$ cat config.mk
export PLATFORM = sky130hd
export DESIGN_NAME = sequence_pattern_matcher
export DESIGN_NICKNAME = d
export VERILOG_FILES = /design/src/hw/rtl/spm_pkg.sv /design/src/hw/rtl/spm_cell.sv /design/src/hw/rtl/sequence_pattern_matcher.sv
export SDC_FILE = /design/constraint.sdc
export NUM_CORES = 1
export LEC_CHECK = 0
export ABC_CLOCK_PERIOD_IN_PS = 3800
export BUFFER_PORTS_ARGS = -buffer_cell sky130_fd_sc_hd__buf_2
export CELL_PAD_IN_SITES_DETAIL_PLACEMENT = 1
export CELL_PAD_IN_SITES_GLOBAL_PLACEMENT = 2
export CORE_MARGIN = 2
export CORE_UTILIZATION = 42
export CTS_CLUSTER_DIAMETER = 200
export CTS_CLUSTER_SIZE = 8
export DETAILED_ROUTE_END_ITERATION = 6
export GPL_TIMING_DRIVEN = 1
export HOLD_SLACK_MARGIN = 0.06
export PLACE_DENSITY = 0.81
export SETUP_SLACK_MARGIN = 0.05
export SYNTH_ARGS = -nofsm -noshare
export SYNTH_HDL_FRONTEND = slang
export SYNTH_SLANG_ARGS = --single-unit
$ cat constraint.sdc
create_clock -name clock -period 3.8 [get_ports clock]
set_input_delay 0.19 -clock clock [delete_from_list [all_inputs] [get_ports clock]]
set_output_delay 0.19 -clock clock [all_outputs]
set_load 0.02 [all_outputs]
$ cat src/hw/rtl/spm_pkg.sv
// ----------------------------------------------------------------------------
// spm_pkg: shared types and codes for the sequence pattern matcher
// Operation codes, the cell command bundle and the packed result word.
// ----------------------------------------------------------------------------
package spm_pkg;

   localparam int VALUE_W = 32;
   localparam int ROW_W   = 8;
   localparam int RSP_W   = 16;

   localparam logic [1:0] OP_CLEAR  = 2'd0;
   localparam logic [1:0] OP_APPEND = 2'd1;
   localparam logic [1:0] OP_TEXT   = 2'd2;

   // Command broadcast to every cell of the chain
   typedef struct packed {
      logic               shift;
      logic               flush;
      logic [VALUE_W-1:0] value;
   } spm_cmd_type;

   // Result word, found in the lowest bit
   typedef struct packed {
      logic             pattern_truncated;
      logic [ROW_W-1:0] row_number;
      logic             found;
   } spm_rsp_type;

endpackage

$ cat src/hw/rtl/spm_cell.sv
// ----------------------------------------------------------------------------
// spm_cell: one compare cell of the matcher chain
// Holds one pattern element and the partial-match bit for its position.
// ----------------------------------------------------------------------------
module spm_cell
   import spm_pkg::*;
(
   input  logic                clock,
   input  logic                reset,
   input  spm_cmd_type         cmd,
   input  logic                load,
   input  logic                prev_match,
   output logic                match,
   output logic                hit
);

   logic [VALUE_W-1:0] pat_ff;
   logic               match_ff;
   logic               match_in;

   assign hit   = prev_match && (pat_ff == cmd.value);
   assign match = match_ff;

   always_comb begin
      match_in = match_ff;
      if (cmd.flush) begin
         match_in = 1'b0;
      end else if (cmd.shift) begin
         match_in = hit;
      end
   end

   always_ff @(posedge clock) begin
      if (reset) begin
         match_ff <= 1'b0;
      end else begin
         match_ff <= match_in;
      end
   end

   always_ff @(posedge clock) begin
      if (load) begin
         pat_ff <= cmd.value;
      end
   end

endmodule

$ cat src/hw/rtl/sequence_pattern_matcher.sv
// ----------------------------------------------------------------------------
// sequence_pattern_matcher: exact substring search over streamed text rows
// A chain of compare cells tracks every pattern prefix ending at the current
// text element; one result beat leaves at the end of each row.
//
//   channel | direction | tdata                 | tuser     | tlast
//   req_    | in        | value[31:0]           | operation | row_end
//   rsp_    | out       | found, row_number,    | -         | -
//           |           | pattern_truncated     |           |
//
// One input beat per cycle while ready; all cells compare against the
// broadcast value in the same cycle. A row-end result goes to the output
// register, or to the skid register while the output is held. Input stalls
// only while the skid register is occupied. Reset empties the pattern and
// clears all counters and flags; the first beat is taken right after reset.
// ----------------------------------------------------------------------------
module sequence_pattern_matcher
   import spm_pkg::*;
#(
   parameter int PATTERN_MAX = 16
) (
   input  logic              clock,
   input  logic              reset,
   input  logic              req_tvalid,
   output logic              req_tready,
   input  logic [31:0]       req_tdata,   // [31:0] value
   input  logic [1:0]        req_tuser,   // [1:0] operation
   input  logic              req_tlast,   // row_end
   output logic              rsp_tvalid,
   input  logic              rsp_tready,
   output logic [RSP_W-1:0]  rsp_tdata    // [0] found, [8:1] row_number,
                                          // [9] pattern_truncated, [15:10] 0
);

   localparam int LEN_W = $clog2(PATTERN_MAX + 1);
   localparam int PAD_W = RSP_W - $bits(spm_rsp_type);

   logic [LEN_W-1:0] len_ff, len_in;
   logic             row_found_ff, row_found_in;
   logic [ROW_W-1:0] row_cnt_ff, row_cnt_in;
   logic             trunc_ff, trunc_in;
   logic             out_valid_ff, out_valid_in;
   spm_rsp_type      out_data_ff, out_data_in;
   logic             skid_valid_ff, skid_valid_in;
   spm_rsp_type      skid_data_ff, skid_data_in;

   logic             accept, is_clear, is_append, is_text;
   logic             len_zero, len_full, row_done, found_now, last_hit;
   spm_cmd_type      cmd;
   spm_rsp_type      result;
   logic [PATTERN_MAX-1:0] load, match, hit, sel;

   assign req_tready = !skid_valid_ff;
   assign accept     = req_tvalid && req_tready;
   assign is_clear   = (req_tuser == OP_CLEAR);
   assign is_append  = (req_tuser == OP_APPEND);
   assign is_text    = (req_tuser == OP_TEXT);
   assign len_zero   = (len_ff == '0);
   assign len_full   = (len_ff == LEN_W'(PATTERN_MAX));
   assign row_done   = accept && is_text && req_tlast;

   assign cmd.value = req_tdata;
   assign cmd.shift = accept && is_text && !len_zero;
   assign cmd.flush = accept && (is_clear || is_append || (is_text && req_tlast));

   always_comb begin
      for (int k = 0; k < PATTERN_MAX; k++) begin
         load[k] = accept && is_append && (len_ff == LEN_W'(k));
         sel[k]  = (len_ff == LEN_W'(k + 1));
      end
   end

   for (genvar g = 0; g < PATTERN_MAX; g++) begin : g_cell
      spm_cell u_cell (
         .clock      (clock),
         .reset      (reset),
         .cmd        (cmd),
         .load       (load[g]),
         .prev_match ((g == 0) ? 1'b1 : match[(g == 0) ? 0 : g - 1]),
         .match      (match[g]),
         .hit        (hit[g])
      );
   end

   // Full-pattern hit comes from the cell at the last pattern position
   assign last_hit  = |(hit & sel);
   assign found_now = row_found_ff || last_hit;

   assign result.found             = found_now || len_zero;
   assign result.row_number        = row_cnt_ff;
   assign result.pattern_truncated = trunc_ff;

   always_comb begin
      len_in       = len_ff;
      row_found_in = row_found_ff;
      row_cnt_in   = row_cnt_ff;
      trunc_in     = trunc_ff;
      if (accept) begin
         case (req_tuser)
            OP_CLEAR: begin
               len_in       = '0;
               row_found_in = 1'b0;
               row_cnt_in   = '0;
               trunc_in     = 1'b0;
            end
            OP_APPEND: begin
               if (len_full) begin
                  trunc_in = 1'b1;
               end else begin
                  len_in = len_ff + LEN_W'(1);
               end
            end
            OP_TEXT: begin
               if (req_tlast) begin
                  row_found_in = 1'b0;
                  row_cnt_in   = row_cnt_ff + ROW_W'(1);
               end else begin
                  row_found_in = found_now;
               end
            end
            default: begin
            end
         endcase
      end
   end

   // Output register with skid stage behind it
   always_comb begin
      out_valid_in  = out_valid_ff;
      out_data_in   = out_data_ff;
      skid_valid_in = skid_valid_ff;
      skid_data_in  = skid_data_ff;
      if (!out_valid_ff || rsp_tready) begin
         if (skid_valid_ff) begin
            out_valid_in  = 1'b1;
            out_data_in   = skid_data_ff;
            skid_valid_in = 1'b0;
         end else begin
            out_valid_in = row_done;
            out_data_in  = result;
         end
      end else if (row_done) begin
         skid_valid_in = 1'b1;
         skid_data_in  = result;
      end
   end

   always_ff @(posedge clock) begin
      if (reset) begin
         len_ff        <= '0;
         row_found_ff  <= 1'b0;
         row_cnt_ff    <= '0;
         trunc_ff      <= 1'b0;
         out_valid_ff  <= 1'b0;
         skid_valid_ff <= 1'b0;
      end else begin
         len_ff        <= len_in;
         row_found_ff  <= row_found_in;
         row_cnt_ff    <= row_cnt_in;
         trunc_ff      <= trunc_in;
         out_valid_ff  <= out_valid_in;
         skid_valid_ff <= skid_valid_in;
      end
   end

   always_ff @(posedge clock) begin
      out_data_ff  <= out_data_in;
      skid_data_ff <= skid_data_in;
   end

   assign rsp_tvalid = out_valid_ff;
   assign rsp_tdata  = {{PAD_W{1'b0}}, out_data_ff};

endmodule

==> Word-level counts from Yosys, hierarchy flattened <==
Cells that the tools add are included.
{ "word_totals": {"regBits": 564, "output_inout_bits": 18, "in_bits": 39} }
{ "classes": {"bitwise_logic": 2, "n_eq_ne": 37, "n_reduce_logical": 58, "addsub": 2, "muxes": 10} }
{ "ops": {"columns": ["op", "count"], "rows": [
  ["32-bit == test", 16],
  ["5-bit by 4-bit == test with 1-bit output (second input constant)", 8],
  ["1-bit logical AND", 38],
  ["5-bit by 3-bit == test with 1-bit output (second input constant)", 4],
  ["16-bit AND", 1],
  ["8-bit one-hot mux with 2 select lines", 1],
  ["16-bit OR reduction", 1],
  ["5-bit by 2-bit == test with 1-bit output (second input constant)", 2],
  ["10-bit two-way mux", 1],
  ["5-bit one-hot mux with 2 select lines", 1],
  ["3-bit AND reduction", 3],
  ["8-bit by 1-bit adder with 8-bit output (second input constant)", 1],
  ["8-bit two-way mux", 1],
  ["5-bit by 1-bit adder with 5-bit output (second input constant)", 1],
  ["5-bit by 1-bit == test with 1-bit output (second input constant)", 1],
  ["5-bit == test (second input constant)", 1],
  ["5-bit logical NOT", 1],
  ["1-bit logical OR", 5],
  ["5-bit two-way mux", 1],
  ["2-bit inequality test (second input constant)", 2],
  ["1-bit one-hot mux with 2 select lines", 2],
  ["2-bit AND reduction", 2],
  ["2-bit nonzero test", 2],
  ["2-bit OR reduction", 2],
  ["7 further kinds", 11]
]} }

==> Logic depth before layout (Yosys ltp) <==
Gate-level depths: netlist of run 1.
{ "logic_depth": {"ltp_word": 7, "depth_mapped": 10} }

==> Modules after synthesis <==
Synthesis of run 1 repeated with hierarchy kept, for this count alone.
{ "hier_totals": {"hier_cells": 1556, "hier_area_um2": 23840.4} }
{ "modules_own_cells": {"columns": ["mod", "cells_each", "area_per_inst_um2", "seq_area_each_um2", "n_inst"], "rows": [
  ["spm_cell", 85, 1368.8, 980.9, 16],
  ["sequence_pattern_matcher", 196, 1939.4, 940.9, 1]
]} }

==> Worst setup path after synthesis of run 1 <==
No wires, ideal clock.
{ "synth_path": {"path_type": "register to register", "startpoint": "reg skid_valid_ff", "endpoint": "reg g_cell[3].u_cell.pat_ff[0], enable pin", "stages_incl_launch_ff": 7, "path_slack_ns": 0.102, "arrival_time_ns": 3.237, "required_ns": 3.339, "synth_period_minus_slack_ns": 3.698, "path_buffers": 0, "setup_time_ns": 0.461, "path_cell_list": "dfxtp_1 > inv_2 > nand2_1 > nor2_1 > and2_1 > nand3_1 > nor3_1"} }
{ "synth_between": {"elab_chain_len": 4} }
{ "synth_lines": {"columns": ["item", "line_no", "source"], "rows": [
  ["start: declaration", "sequence_pattern_matcher.sv:44", "logic skid_valid_ff, skid_valid_in;"],
  ["start signal: assignment", "sequence_pattern_matcher.sv:162", "skid_valid_ff <= skid_valid_in;"],
  ["1-bit logical NOT", "sequence_pattern_matcher.sv:53", "assign req_tready = !skid_valid_ff;"],
  ["net req_tready", "sequence_pattern_matcher.sv:25", "output logic req_tready,"],
  ["1-bit logical AND", "sequence_pattern_matcher.sv:54", "assign accept = req_tvalid && req_tready;"],
  ["1-bit logical AND (2 in a row)", "sequence_pattern_matcher.sv:68", "load[k] = accept && is_append && (len_ff == LEN_W'(k));"],
  ["net g_cell[3].u_cell.load", "spm_cell.sv:11", "input logic load,"],
  ["end signal: assignment", "spm_cell.sv:43", "pat_ff <= cmd.value;"],
  ["end: declaration", "spm_cell.sv:17", "logic [VALUE_W-1:0] pat_ff;"]
]} }
The timed path passes the listed nets, and every way through them passes these cells.
A chain may end at the register's enable or synchronous reset.

==> Worst setup path after layout of run 1 <==
{ "layout_path": {"startpoint": "reg g_cell[2].u_cell.pat_ff[9]", "endpoint": "reg out_data_ff (netlist bit rsp_tdata[0]), data pin"} }
{ "layout_between": {"elab_chain_len": 7} }
{ "layout_lines": {"columns": ["item", "line_no", "source"], "rows": [
  ["start: declaration", "spm_cell.sv:17", null],
  ["start signal: assignment", "spm_cell.sv:43", null],
  ["32-bit == test", "spm_cell.sv:21", "assign hit = prev_match && (pat_ff == cmd.value);"],
  ["1-bit logical AND", "spm_cell.sv:21", null],
  ["16-bit AND", "sequence_pattern_matcher.sv:86", "assign last_hit = |(hit & sel);"],
  ["16-bit OR reduction", "sequence_pattern_matcher.sv:86", null],
  ["1-bit logical OR", "sequence_pattern_matcher.sv:87", "assign found_now = row_found_ff || last_hit;"],
  ["1-bit logical OR", "sequence_pattern_matcher.sv:89", "assign result.found = found_now || len_zero;"],
  ["10-bit two-way mux", "sequence_pattern_matcher.sv:134", "if (skid_valid_ff) begin"],
  ["end signal: assignment", "sequence_pattern_matcher.sv:167", "out_data_ff <= out_data_in;"],
  ["end: declaration", "sequence_pattern_matcher.sv:43", "spm_rsp_type out_data_ff, out_data_in;"]
]} }
No other way between the ends.

==> run summary, run 1 <==
Status - finished clean
Critical Path, Cell by Cell - xnor2_1 -> nand4_1 -> nor4_1 -> nand4_1 -> nor4_1 -> buf_4 -> a221oi_1 -> o211ai_2 -> o22a_1
Total Die Area - 0.05857 sq mm
CP Max Fanout - 3
Startpoint types - flop
Async SR Flop Fraction - 0
Global-route wire length before repair - 98.27 mm
Final setup margin - 0.7728 ns
YS warnings - 0
Wire per inst - 26.52 microns
Max cap viols - 0
Die height - 242.0 microns
Syn Std Cell Area - 0.02379 sq mm
P_int - 11.06 mW
DR vias/cell - 5.503
Initial core utilization - 0.4236
Worst path arrival time - 3.52 ns
Worst Clk Skew - 0.02348 ns
Unique masters post-synth - 53
Resized cells post-CTS - 0
Power Density - 511.3 mW/mm^2
Fillcell total - 5,471
Boundary Pins - 57
Post-Layout Cell Count - 2,507
Cell area after layout - 0.02782 sq mm
Max Slew Vio Count - 0
Clock power share - 0.466
Root buffer cell - clkbuf_16
DRC - 0
Seq/Total Area, Yosys - 0.6983
Setup crit end kind - flop
Fmax - 330.3 MHz
Buffers on Ports - 50
Global route total overflow - 0
1st-pass router iterations - 5
Worst slack at placement - 0.5599 ns
H-tree Lvls - 3
Max Root-Sink Buffers - 3
Overall die width - 242.0 microns
Gate power share - 0.054
Core Util, Final - 0.4952
Max_slew headroom - 0.4326
Final setup vio count - 0
Worst skew pair latency - 0.62 ns
Slowest CP cell - nor4_1
Sw frac - 0.2220
Vias in the first global route - 14,720
NetSw - 3.158 mW
Clock Sinks - 564
Hold crit path type - input port to flop
Gr usage total - 0.2285
Post-Place Cells - 2,365
Via count - 13,800
Flop pwr share - 0.480
Starting DRT DRC Count - 1,294
Antenna violations before repair - 3
Mapped Cells - 1,561
CP Buf/Inv Count - 1
#FFs+latches synth - 564
Main synth FF type - edfxtp_1
Clock-pin slew on the worst setup and hold paths - 0.06 ns
Mean Syn Cell Area - 15.24 sq um
Most frequent cells in the layout - 532 x edfxtp_1, 307 x xnor2_1, 188 x xor2_1, 82 x clkbuf_16, 80 x nand4_1
Total clock buffers created by CTS - 80
# diodes - 0
Largest net degree at the start of global routing - 33
Tcrit/Tclk final - 0.7966
Placer Congestion - 0.8684
Crit Path Class - flop to flop
Row Count - 87
Min cycle time layout - 3.027 ns
Core area - 0.05617 sq mm
Drt total wl - 66.48 mm
Leakage power total - 8.948 nW
Total power - 14.22 mW
Peak VDD IR - 0.2931 mV
DP Area - 0.02531 sq mm
EDFF count, synth - 532
Min Hold Slack - 0.1015 ns
P&R area growth vs syn - 16.91%
Final Hold Fails - 0
Delay-heaviest family, CP - simple AND/OR/NAND/NOR gates
Critical Path Max Stage Delay - 0.64 ns
WP data required - 4.29 ns
Worst Max-Slew Pin Slew - 0.8512 ns
Nets@finish - 1,760
CTS tree - yes
Commonest non-fill, non-tap cell in the layout - edfxtp_1
RSZ-0062 raised after global routing - false
Share of cells above drive strength 1 - 0.1433
Remaining antenna violation count after routing - 0
Dpl hpwl - 41.04 mm
Setup TNS - 0 ns
==> cell usage after synthesis (3+ instances only) <==
cell type | n | share of area
o22ai_1 | 6 | 0.0016
nand2_1 | 39 | 0.0062
xnor2_1 | 307 | 0.11
o21ai_0 | 4 | 0.00084
mux2_2 | 10 | 0.0047
edfxtp_1 | 532 | 0.67
nand3_1 | 22 | 0.0046
buf_6 | 5 | 0.0024
nor2b_1 | 9 | 0.0024
nor4_2 | 3 | 0.0016
inv_1 | 18 | 0.0028
and3_1 | 5 | 0.0013
nand2b_1 | 5 | 0.0013
nand4_1 | 80 | 0.021
clkbuf_1 | 27 | 0.0043
a222oi_1 | 3 | 0.0013
nor2_1 | 64 | 0.010
ha_1 | 6 | 0.0032
a22o_1 | 3 | 0.0011
xor2_1 | 188 | 0.069
nor3_1 | 23 | 0.0048
nor4_1 | 56 | 0.015
buf_2 | 37 | 0.0078
a21oi_1 | 20 | 0.0042
inv_2 | 9 | 0.0014
buf_4 | 11 | 0.0035
dfxtp_1 | 32 | 0.027
o221ai_1 | 4 | 0.0015
==> final timing paths <==
| path | slack, ns | depth (start not counted) | start | endpoint |
|---|---|---|---|---|
| min reg2reg | 0.46 | 2 | g_cell[11].u_cell.match$_SDFFE_PP0P_ | g_cell[11].u_cell.match$_SDFFE_PP0P_ |
| max | 0.77 | 9 | g_cell[2].u_cell.pat_ff[9]$_DFFE_PP_ | rsp_tdata[0]$_DFFE_PP_ |
| min | 0.10 | 5 | req_tvalid | trunc_ff$_SDFFE_PP0P_ |
| max reg2reg | 0.77 | 9 | g_cell[2].u_cell.pat_ff[9]$_DFFE_PP_ | rsp_tdata[0]$_DFFE_PP_ |
==> registers in the layout, summed over array words and instances, names as in the netlist <==
name,flops
rsp_tvalid,1
row_found_ff,1
row_cnt_ff,8
len_ff,5
trunc_ff,1
skid_valid_ff,1
g_cell.u_cell.match,15
skid_data_ff,10
rsp_tdata,10
g_cell.u_cell.pat_ff,512
==> logic make-up (layout without fill, tap and decap cells) <==
logic type,after synthesis,in the layout,share of synthesized area
flip-flops,564,564,0.6983
AO/OA/AOI/OAI,59,59,0.01751
buffers and inverters,109,294,0.02245
multiplexers,10,10,0.004733
XOR/XNOR,495,495,0.1822
other,1,6,0.0001576
AND/OR/NAND/NOR,317,317,0.07146
adder cells (fa/ha/maj),6,6,0.003155
==> layout make-up <==
cell class | instances | area (sq um) | share of cell area
sequential | 564 | 16620 | 0.5973
multi-input combinational | 893 | 6710 | 0.2412
clock buffer | 112 | 2165 | 0.07782
timing repair buffer | 148 | 1171 | 0.04210
tap | 756 | 945.9 | 0.03401
inverter | 28 | 105.1 | 0.003778
clock inverter | 6 | 103.9 | 0.003733
==> what timing repair did <==
action	CTS	global route
hold buffers	24	0
endpoints found under the hold margin	77	0
setup buffers	0	0
==> routing by layer <==
layer	GRT usage	routed length [microns]
met5	0	10
met3	0.03334	3791
met1	0.3027	27940
met2	0.3785	32510
met4	0.09386	2225
==> tightest hold or removal path, delay by kind of cell <==
| family | cells | cell delay (ns) |
|---|---|---|
| and+or+nand+nor | 3 | 0.22 |
| AOI/OAI and AO/OA | 1 | 0.15 |
| buffers and inverters | 1 | 0.10 |
==> power groups by stage <==
stage	combinational [mW]	clock, mW	sequential, mW
global route	0.819	6.98	6.82
floorplan	0.398	0	6.95
finish	0.774	6.62	6.83
global placement	0.720	0	6.94
detailed placement	0.747	0	6.94
CTS	0.776	6.75	6.82
(Power assumes the default switching activity.)
==> run 2: changes to the inputs <==
ABC_CLOCK_PERIOD_IN_PS = 2550   (was 3800)
clock period = 2.55 ns   (was 3.8 ns; I/O delays follow)
==> run 2 against run 1 <==
Clock skew fell by 0.00052 ns. Combinational power rose by 67%. Clock-buffer cell count rose by 1. Critical endpoint is now skid_data_ff[0]$_DFFE_PP_. The run now ends with setup timing left.
==> run summary, run 2 (same netlist as run 1, synthesis figures left out) <==
P&R area growth vs syn - 21.96% (was 16.91%)
1st-pass router iterations - 5 (unchanged)
Status - finished, violations left (was finished clean)
Total clock buffers created by CTS - 80 (unchanged)
Largest net degree at the start of global routing - 33 (unchanged)
Final Hold Fails - 0 (unchanged)
Max cap viols - 0 (unchanged)
Peak VDD IR - 0.7599 mV (was 0.2931 mV)
Global route total overflow - 0 (unchanged)
Most frequent cells in the layout - 532 x edfxtp_1, 307 x xnor2_1, 188 x xor2_1, 123 x buf_4, 82 x clkbuf_16 (was 532 x edfxtp_1, 307 x xnor2_1, 188 x xor2_1, 82 x clkbuf_16, 80 x nand4_1)
Max reg flops - 512 (unchanged)
Commonest non-fill, non-tap cell in the layout - edfxtp_1 (unchanged)
Worst skew pair latency - 0.62 ns (about the same)
H-tree Lvls - 3 (unchanged)
Startpoint types - flop (unchanged)
Buffers on Ports - 50 (unchanged)
Overall die width - 242.0 microns (unchanged)
Initial core utilization - 0.4236 (unchanged)
Clock Sinks - 564 (unchanged)
Final setup vio count - 3 (was 0)
WP data required - 3.02 ns (was 4.29 ns)
Hold crit path type - input port to flop (unchanged)
CTS tree - yes (unchanged)
DP Area - 0.02644 sq mm (was 0.02531 sq mm)
Max Root-Sink Buffers - 3 (unchanged)
Cell area after layout - 0.02902 sq mm (was 0.02782 sq mm)
Min cycle time layout - 2.643 ns (was 3.027 ns)
Root buffer cell - clkbuf_16 (unchanged)
Reg area - 0.01662 sq mm (unchanged)
Starting DRT DRC Count - 1,209 (was 1,294)
Power Density - 733.9 mW/mm^2 (was 511.3 mW/mm^2)
Worst hold stages - 5 (unchanged)
Row Count - 87 (unchanged)
Fmax - 378.3 MHz (was 330.3 MHz)
Flop pwr share - 0.478 (was 0.480)
Worst path arrival time - 3.12 ns (was 3.52 ns)
Leakage power total - 9.538 nW (was 8.948 nW)
Wire per inst - 26.20 microns (was 26.52 microns)
Worst Max-Slew Pin Slew - 0.6539 ns (was 0.8512 ns)
Clock-pin slew on the worst setup and hold paths - 0.06 ns (about the same)
Setup TNS - -0.2254 ns (was 0 ns)
Dpl hpwl - 43.96 mm (was 41.04 mm)
Via count - 14,150 (was 13,800)
Boundary Pins - 57 (unchanged)
Gate power share - 0.061 (was 0.054)
Worst Clk Skew - 0.02296 ns (was 0.02348 ns)
# diodes - 0 (unchanged)
Sw frac - 0.2210 (was 0.2220)
P_int - 16.59 mW (was 11.06 mW)
Setup crit end kind - flop (unchanged)
Reg with most FFs - g_cell.u_cell.pat_ff (unchanged)
Crit Path Class - flop to flop (unchanged)
DRC - 0 (unchanged)
Worst Reg-to-Reg Cells - 9 (unchanged)
RSZ-0062 raised after global routing - true (was false)
CP Max Fanout - 3 (unchanged)
Die height - 242.0 microns (unchanged)
Remaining antenna violation count after routing - 0 (unchanged)
Drt total wl - 68.13 mm (was 66.48 mm)
NetSw - 4.707 mW (was 3.158 mW)
DR vias/cell - 5.444 (was 5.503)
Worst slack at placement - -0.5609 ns (was 0.5599 ns)
Total Die Area - 0.05857 sq mm (unchanged)
Post-Place Cells - 2,457 (was 2,365)
Failing checks - setup timing
Max Slew Vio Count - 0 (unchanged)
Gr usage total - 0.2359 (was 0.2285)
Share of cells above drive strength 1 - 0.1909 (was 0.1433)
Multi-input gate area - 0.006785 sq mm (was 0.006710 sq mm)
Max_slew headroom - 0.5641 (was 0.4326)
Final setup margin - -0.09323 ns (was 0.7728 ns)
Global-route wire length before repair - 101.7 mm (was 98.27 mm)
Clock power share - 0.462 (was 0.466)
Fillcell total - 5,433 (was 5,471)
Tcrit/Tclk final - 1.037 (was 0.7966)
Antenna violations before repair - 2 (was 3)
Vias in the first global route - 15,270 (was 14,720)
Placer Congestion - 0.8499 (was 0.8684)
Nets@finish - 1,852 (was 1,760)
Core area - 0.05617 sq mm (unchanged)
Post-Layout Cell Count - 2,600 (was 2,507)
[run 2: cell count changes in the layout (fill, tap and decap cells not counted), moves of 3 or more]
cell      delta
buf_4       +59
buf_12      +34
nor4_1       -6
nor4_2       +5
clkinv_8     +4
nor3_2       -3
nor3_4       +3
[run 2: critical path, stage by stage, from the launching register on]
cell      delay (ns)
edfxtp_1        0.37
xor2_1          0.16
nor4_2          0.45
buf_4           0.18
nand4_1         0.13
or4_4           0.48
nor4_4          0.19
a221oi_2        0.11
o211ai_2        0.28
nand2b_1        0.15
[run 2: area by class of cell]
cell class / count / share of cell area
clock inverters: 6 / 0.003837
clock buffers: 113 / 0.07472
inverters: 28 / 0.003622
multi-input cells: 893 / 0.2338
flip-flops and latches: 564 / 0.5726
repair buffers: 240 / 0.07882
well taps: 756 / 0.03260
[run 2: through the flow]
step                utilization  hold WS, ns  power (mW)
floorplan                     -       0.2264       10.95
global placement         0.4708       0.4300       11.55
detailed placement       0.4708       0.4201       11.59
CTS                      0.5162      0.06150       21.48
global route             0.5166      0.07064       21.89
finish                   0.5166      0.08727       21.30
[run 2: worst paths after layout]
check / startpoint / end / slack (ns)
max: g_cell[1].u_cell.pat_ff[27]$_DFFE_PP_ / skid_data_ff[0]$_DFFE_PP_ / -0.09
min: req_tvalid / row_found_ff$_SDFFE_PP0P_ / 0.09
max reg2reg: g_cell[1].u_cell.pat_ff[27]$_DFFE_PP_ / skid_data_ff[0]$_DFFE_PP_ / -0.09
min reg2reg: g_cell[13].u_cell.match$_SDFFE_PP0P_ / g_cell[13].u_cell.match$_SDFFE_PP0P_ / 0.47
[run 2: per-layer routing]
metal,track usage,share of wire
met4,0.09060,0.033
met5,0,0.00018
met2,0.3955,0.49
met3,0.04442,0.060
met1,0.3046,0.41
[run 2: power by group through the flow]
| stage | combinational (mW) | clock [mW] | sequential [mW] |
|---|---|---|---|
| final | 1.29 | 9.83 | 10.2 |
| after CTS | 1.30 | 10.0 | 10.2 |
| after floorplan | 0.594 | 0 | 10.4 |
| after global routing | 1.37 | 10.4 | 10.2 |
| after detailed placement | 1.24 | 0 | 10.3 |
| after global placement | 1.20 | 0 | 10.3 |
[run 2: what timing repair did]
| item | CTS | global route |
|---|---|---|
| hold endpoints to repair | 112 | 0 |
| gates cloned | 0 | 0 |
| buffers inserted | 1 | 0 |
| pin swaps | 5 | 2 |
| setup endpoints to repair | 4 | 3 |
| gates resized for setup | 5 | 5 |
| hold buffers | 23 | 0 |
==> run 3: changes to the inputs <==
BUFFER_PORTS_ARGS = unset   (was -buffer_cell sky130_fd_sc_hd__buf_2)
DONT_BUFFER_PORTS = 1   (was unset)
PLACE_DENSITY = 0.8   (was 0.81)
==> run 3 against run 2 <==
The run now ends clean. Clock skew grew 0.0015 ns. Critical path depth grew 1. Via count up 1.3%. Design area is 2.6% lower. Critical endpoint is now rsp_tdata[0]$_DFFE_PP_.
==> run summary, run 3 (same netlist as run 1, synthesis figures left out) <==
Worst hold path startpoint - req_tdata[20] (was req_tvalid)
WP data required - 2.93 ns (was 3.02 ns)
Crit Reg-Reg Startpoint - g_cell[10].u_cell.pat_ff[6]$_DFFE_PP_ (was g_cell[1].u_cell.pat_ff[27]$_DFFE_PP_)
H-tree Lvls - 3 (unchanged)
Global-route wire length before repair - 112.7 mm (was 101.7 mm)
Tcrit/Tclk final - 0.9528 (was 1.037)
Commonest non-fill, non-tap cell in the layout - edfxtp_1 (unchanged)
Via count - 14,340 (was 14,150)
Cell area after layout - 0.02827 sq mm (was 0.02902 sq mm)
# diodes - 0 (unchanged)
Status - finished clean (was finished, violations left)
Antenna violations before repair - 7 (was 2)
DRC - 0 (unchanged)
Buffers on Ports - 0 (was 50)
Reg area - 0.01662 sq mm (about the same)
P&R area growth vs syn - 18.81% (was 21.96%)
Total clock buffers created by CTS - 80 (unchanged)
Gate power share - 0.048 (was 0.061)
Peak VDD IR - 0.4094 mV (was 0.7599 mV)
Most frequent cells in the layout - 532 x edfxtp_1, 305 x xnor2_1, 188 x xor2_1, 82 x clkbuf_16, 80 x nand4_1 (was 532 x edfxtp_1, 307 x xnor2_1, 188 x xor2_1, 123 x buf_4, 82 x clkbuf_16)
Starting DRT DRC Count - 1,724 (was 1,209)
Wire per inst - 31.86 microns (was 26.20 microns)
Nets@finish - 1,720 (was 1,852)
Setup crit end kind - flop (unchanged)
NetSw - 4.543 mW (was 4.707 mW)
Row Count - 87 (unchanged)
Drt total wl - 78.69 mm (was 68.13 mm)
Worst Max-Slew Pin Slew - 1.223 ns (was 0.6539 ns)
Min cycle time layout - 2.430 ns (was 2.643 ns)
Worst skew pair latency - 0.62 ns (about the same)
Fillcell total - 5,438 (was 5,433)
DP Area - 0.02484 sq mm (was 0.02644 sq mm)
Hold crit path type - input port to flop (unchanged)
Leakage power total - 8.956 nW (was 9.538 nW)
Vias in the first global route - 15,200 (was 15,270)
Dpl hpwl - 31.77 mm (was 43.96 mm)
Reg with most FFs - g_cell.u_cell.pat_ff (unchanged)
Fmax - 411.6 MHz (was 378.3 MHz)
Multi-input gate area - 0.006817 sq mm (was 0.006785 sq mm)
Placer Congestion - 0.8262 (was 0.8499)
Root buffer cell - clkbuf_16 (unchanged)
Crit Path Class - input port to flop (was flop to flop)
DR vias/cell - 5.804 (was 5.444)
Max Root-Sink Buffers - 3 (unchanged)
Clock Sinks - 564 (unchanged)
Remaining antenna violation count after routing - 0 (unchanged)
Sw frac - 0.2155 (was 0.2210)
Largest net degree at the start of global routing - 33 (unchanged)
1st-pass router iterations - 6 (was 5)
Clock-pin slew on the worst setup and hold paths - 0.05 ns (was 0.06 ns)
Max reg flops - 512 (unchanged)
CTS tree - yes (unchanged)
Core area - 0.05617 sq mm (unchanged)
Die height - 242.0 microns (unchanged)
Worst Clk Skew - 0.02448 ns (was 0.02296 ns)
Max cap viols - 0 (unchanged)
RSZ-0062 raised after global routing - true (unchanged)
Clock power share - 0.469 (was 0.462)
Max Slew Vio Count - 0 (unchanged)
Total Die Area - 0.05857 sq mm (unchanged)
Power Density - 745.6 mW/mm^2 (was 733.9 mW/mm^2)
Global route total overflow - 0 (unchanged)
Max_slew headroom - 0.1818 (was 0.5641)
Worst path arrival time - 2.81 ns (was 3.12 ns)
Setup slack, reg-to-reg - 0.13 ns (was -0.09 ns)
Final Hold Fails - 0 (unchanged)
Initial core utilization - 0.4236 (unchanged)
Setup TNS - 0 ns (was -0.2254 ns)
Overall die width - 242.0 microns (unchanged)
P_int - 16.53 mW (was 16.59 mW)
Gr usage total - 0.2739 (was 0.2359)
Final setup vio count - 0 (was 3)
Flop pwr share - 0.483 (was 0.478)
Boundary Pins - 57 (unchanged)
Crit path from - req_tdata[9] (was g_cell[1].u_cell.pat_ff[27]$_DFFE_PP_)
Share of cells above drive strength 1 - 0.1190 (was 0.1909)
Startpoint types - input port (was flop)
CP Max Fanout - 14 (was 3)
run 3: layout make-up:
type | instances | share of cell area
well taps | 756 | 0.03346
multi-input cells | 893 | 0.2411
repair buffers | 108 | 0.05320
flip-flops and latches | 564 | 0.5878
clock inverters | 6 | 0.003762
clock buffers | 115 | 0.07696
inverters | 28 | 0.003718
run 3: worst paths after layout:
| kind | end | cells past startpoint |
|---|---|---|
| max | rsp_tdata[0]$_DFFE_PP_ | 10 |
| min | g_cell[10].u_cell.match$_SDFFE_PP0P_ | 6 |
| max reg2reg | rsp_tdata[0]$_DFFE_PP_ | 7 |
| min reg2reg | g_cell[13].u_cell.match$_SDFFE_PP0P_ | 2 |
run 3: layer usage:
metal | vias to the layer above | GRT usage | part of all wire
met3 | 172 | 0.05229 | 0.085
met1 | 7516 | 0.3505 | 0.38
met5 | - | 0 | 0
met4 | 0 | 0.1068 | 0.038
met2 | 756 | 0.4613 | 0.49
li1 | 5892 | - | -
run 3: worst max-delay path: stages:
cell and delay [ns]:
dlygate4sd3_1 0.91, buf_12 0.24, xnor2_1 0.08, nand2_1 0.06, nor4_1 0.05, nand3_1 0.17
o22ai_1 0.13, a222oi_1 0.58, o211ai_2 0.24, o22a_1 0.20
run 3: per-stage QoR:
step                      hold slack [ns]  setup slack, ns  utilization  total power [mW]  instances
after CTS                         0.06119          0.07282       0.5021             21.16       2470
after global routing              0.08106          0.04169       0.5033             21.60       2470
final                             0.07438           0.1204       0.5033             21.08       2470
after detailed placement           0.2013          -0.1167       0.4422             10.84       2275
after floorplan                    0.2264          -0.2825            -             10.95       1566
after global placement             0.2009          0.02165       0.4422             10.81       2275
run 3: repair_timing:
action / in CTS / in global routing
pin swaps: 1 / 8
buffers inserted: 0 / 0
hold buffers: 74 / 0
hold endpoints to repair: 564 / 0
endpoints found under the setup margin: 3 / 3
resized for setup: 3 / 11
run 3: power groups by stage:
stage | sequential [mW] | clock (mW) | combinational (mW)
after floorplan | 10.4 | 0 | 0.594
after global placement | 10.4 | 0 | 0.460
after detailed placement | 10.4 | 0 | 0.487
after CTS | 10.2 | 9.98 | 1.01
after global routing | 10.2 | 10.4 | 1.06
final | 10.2 | 9.89 | 1.01
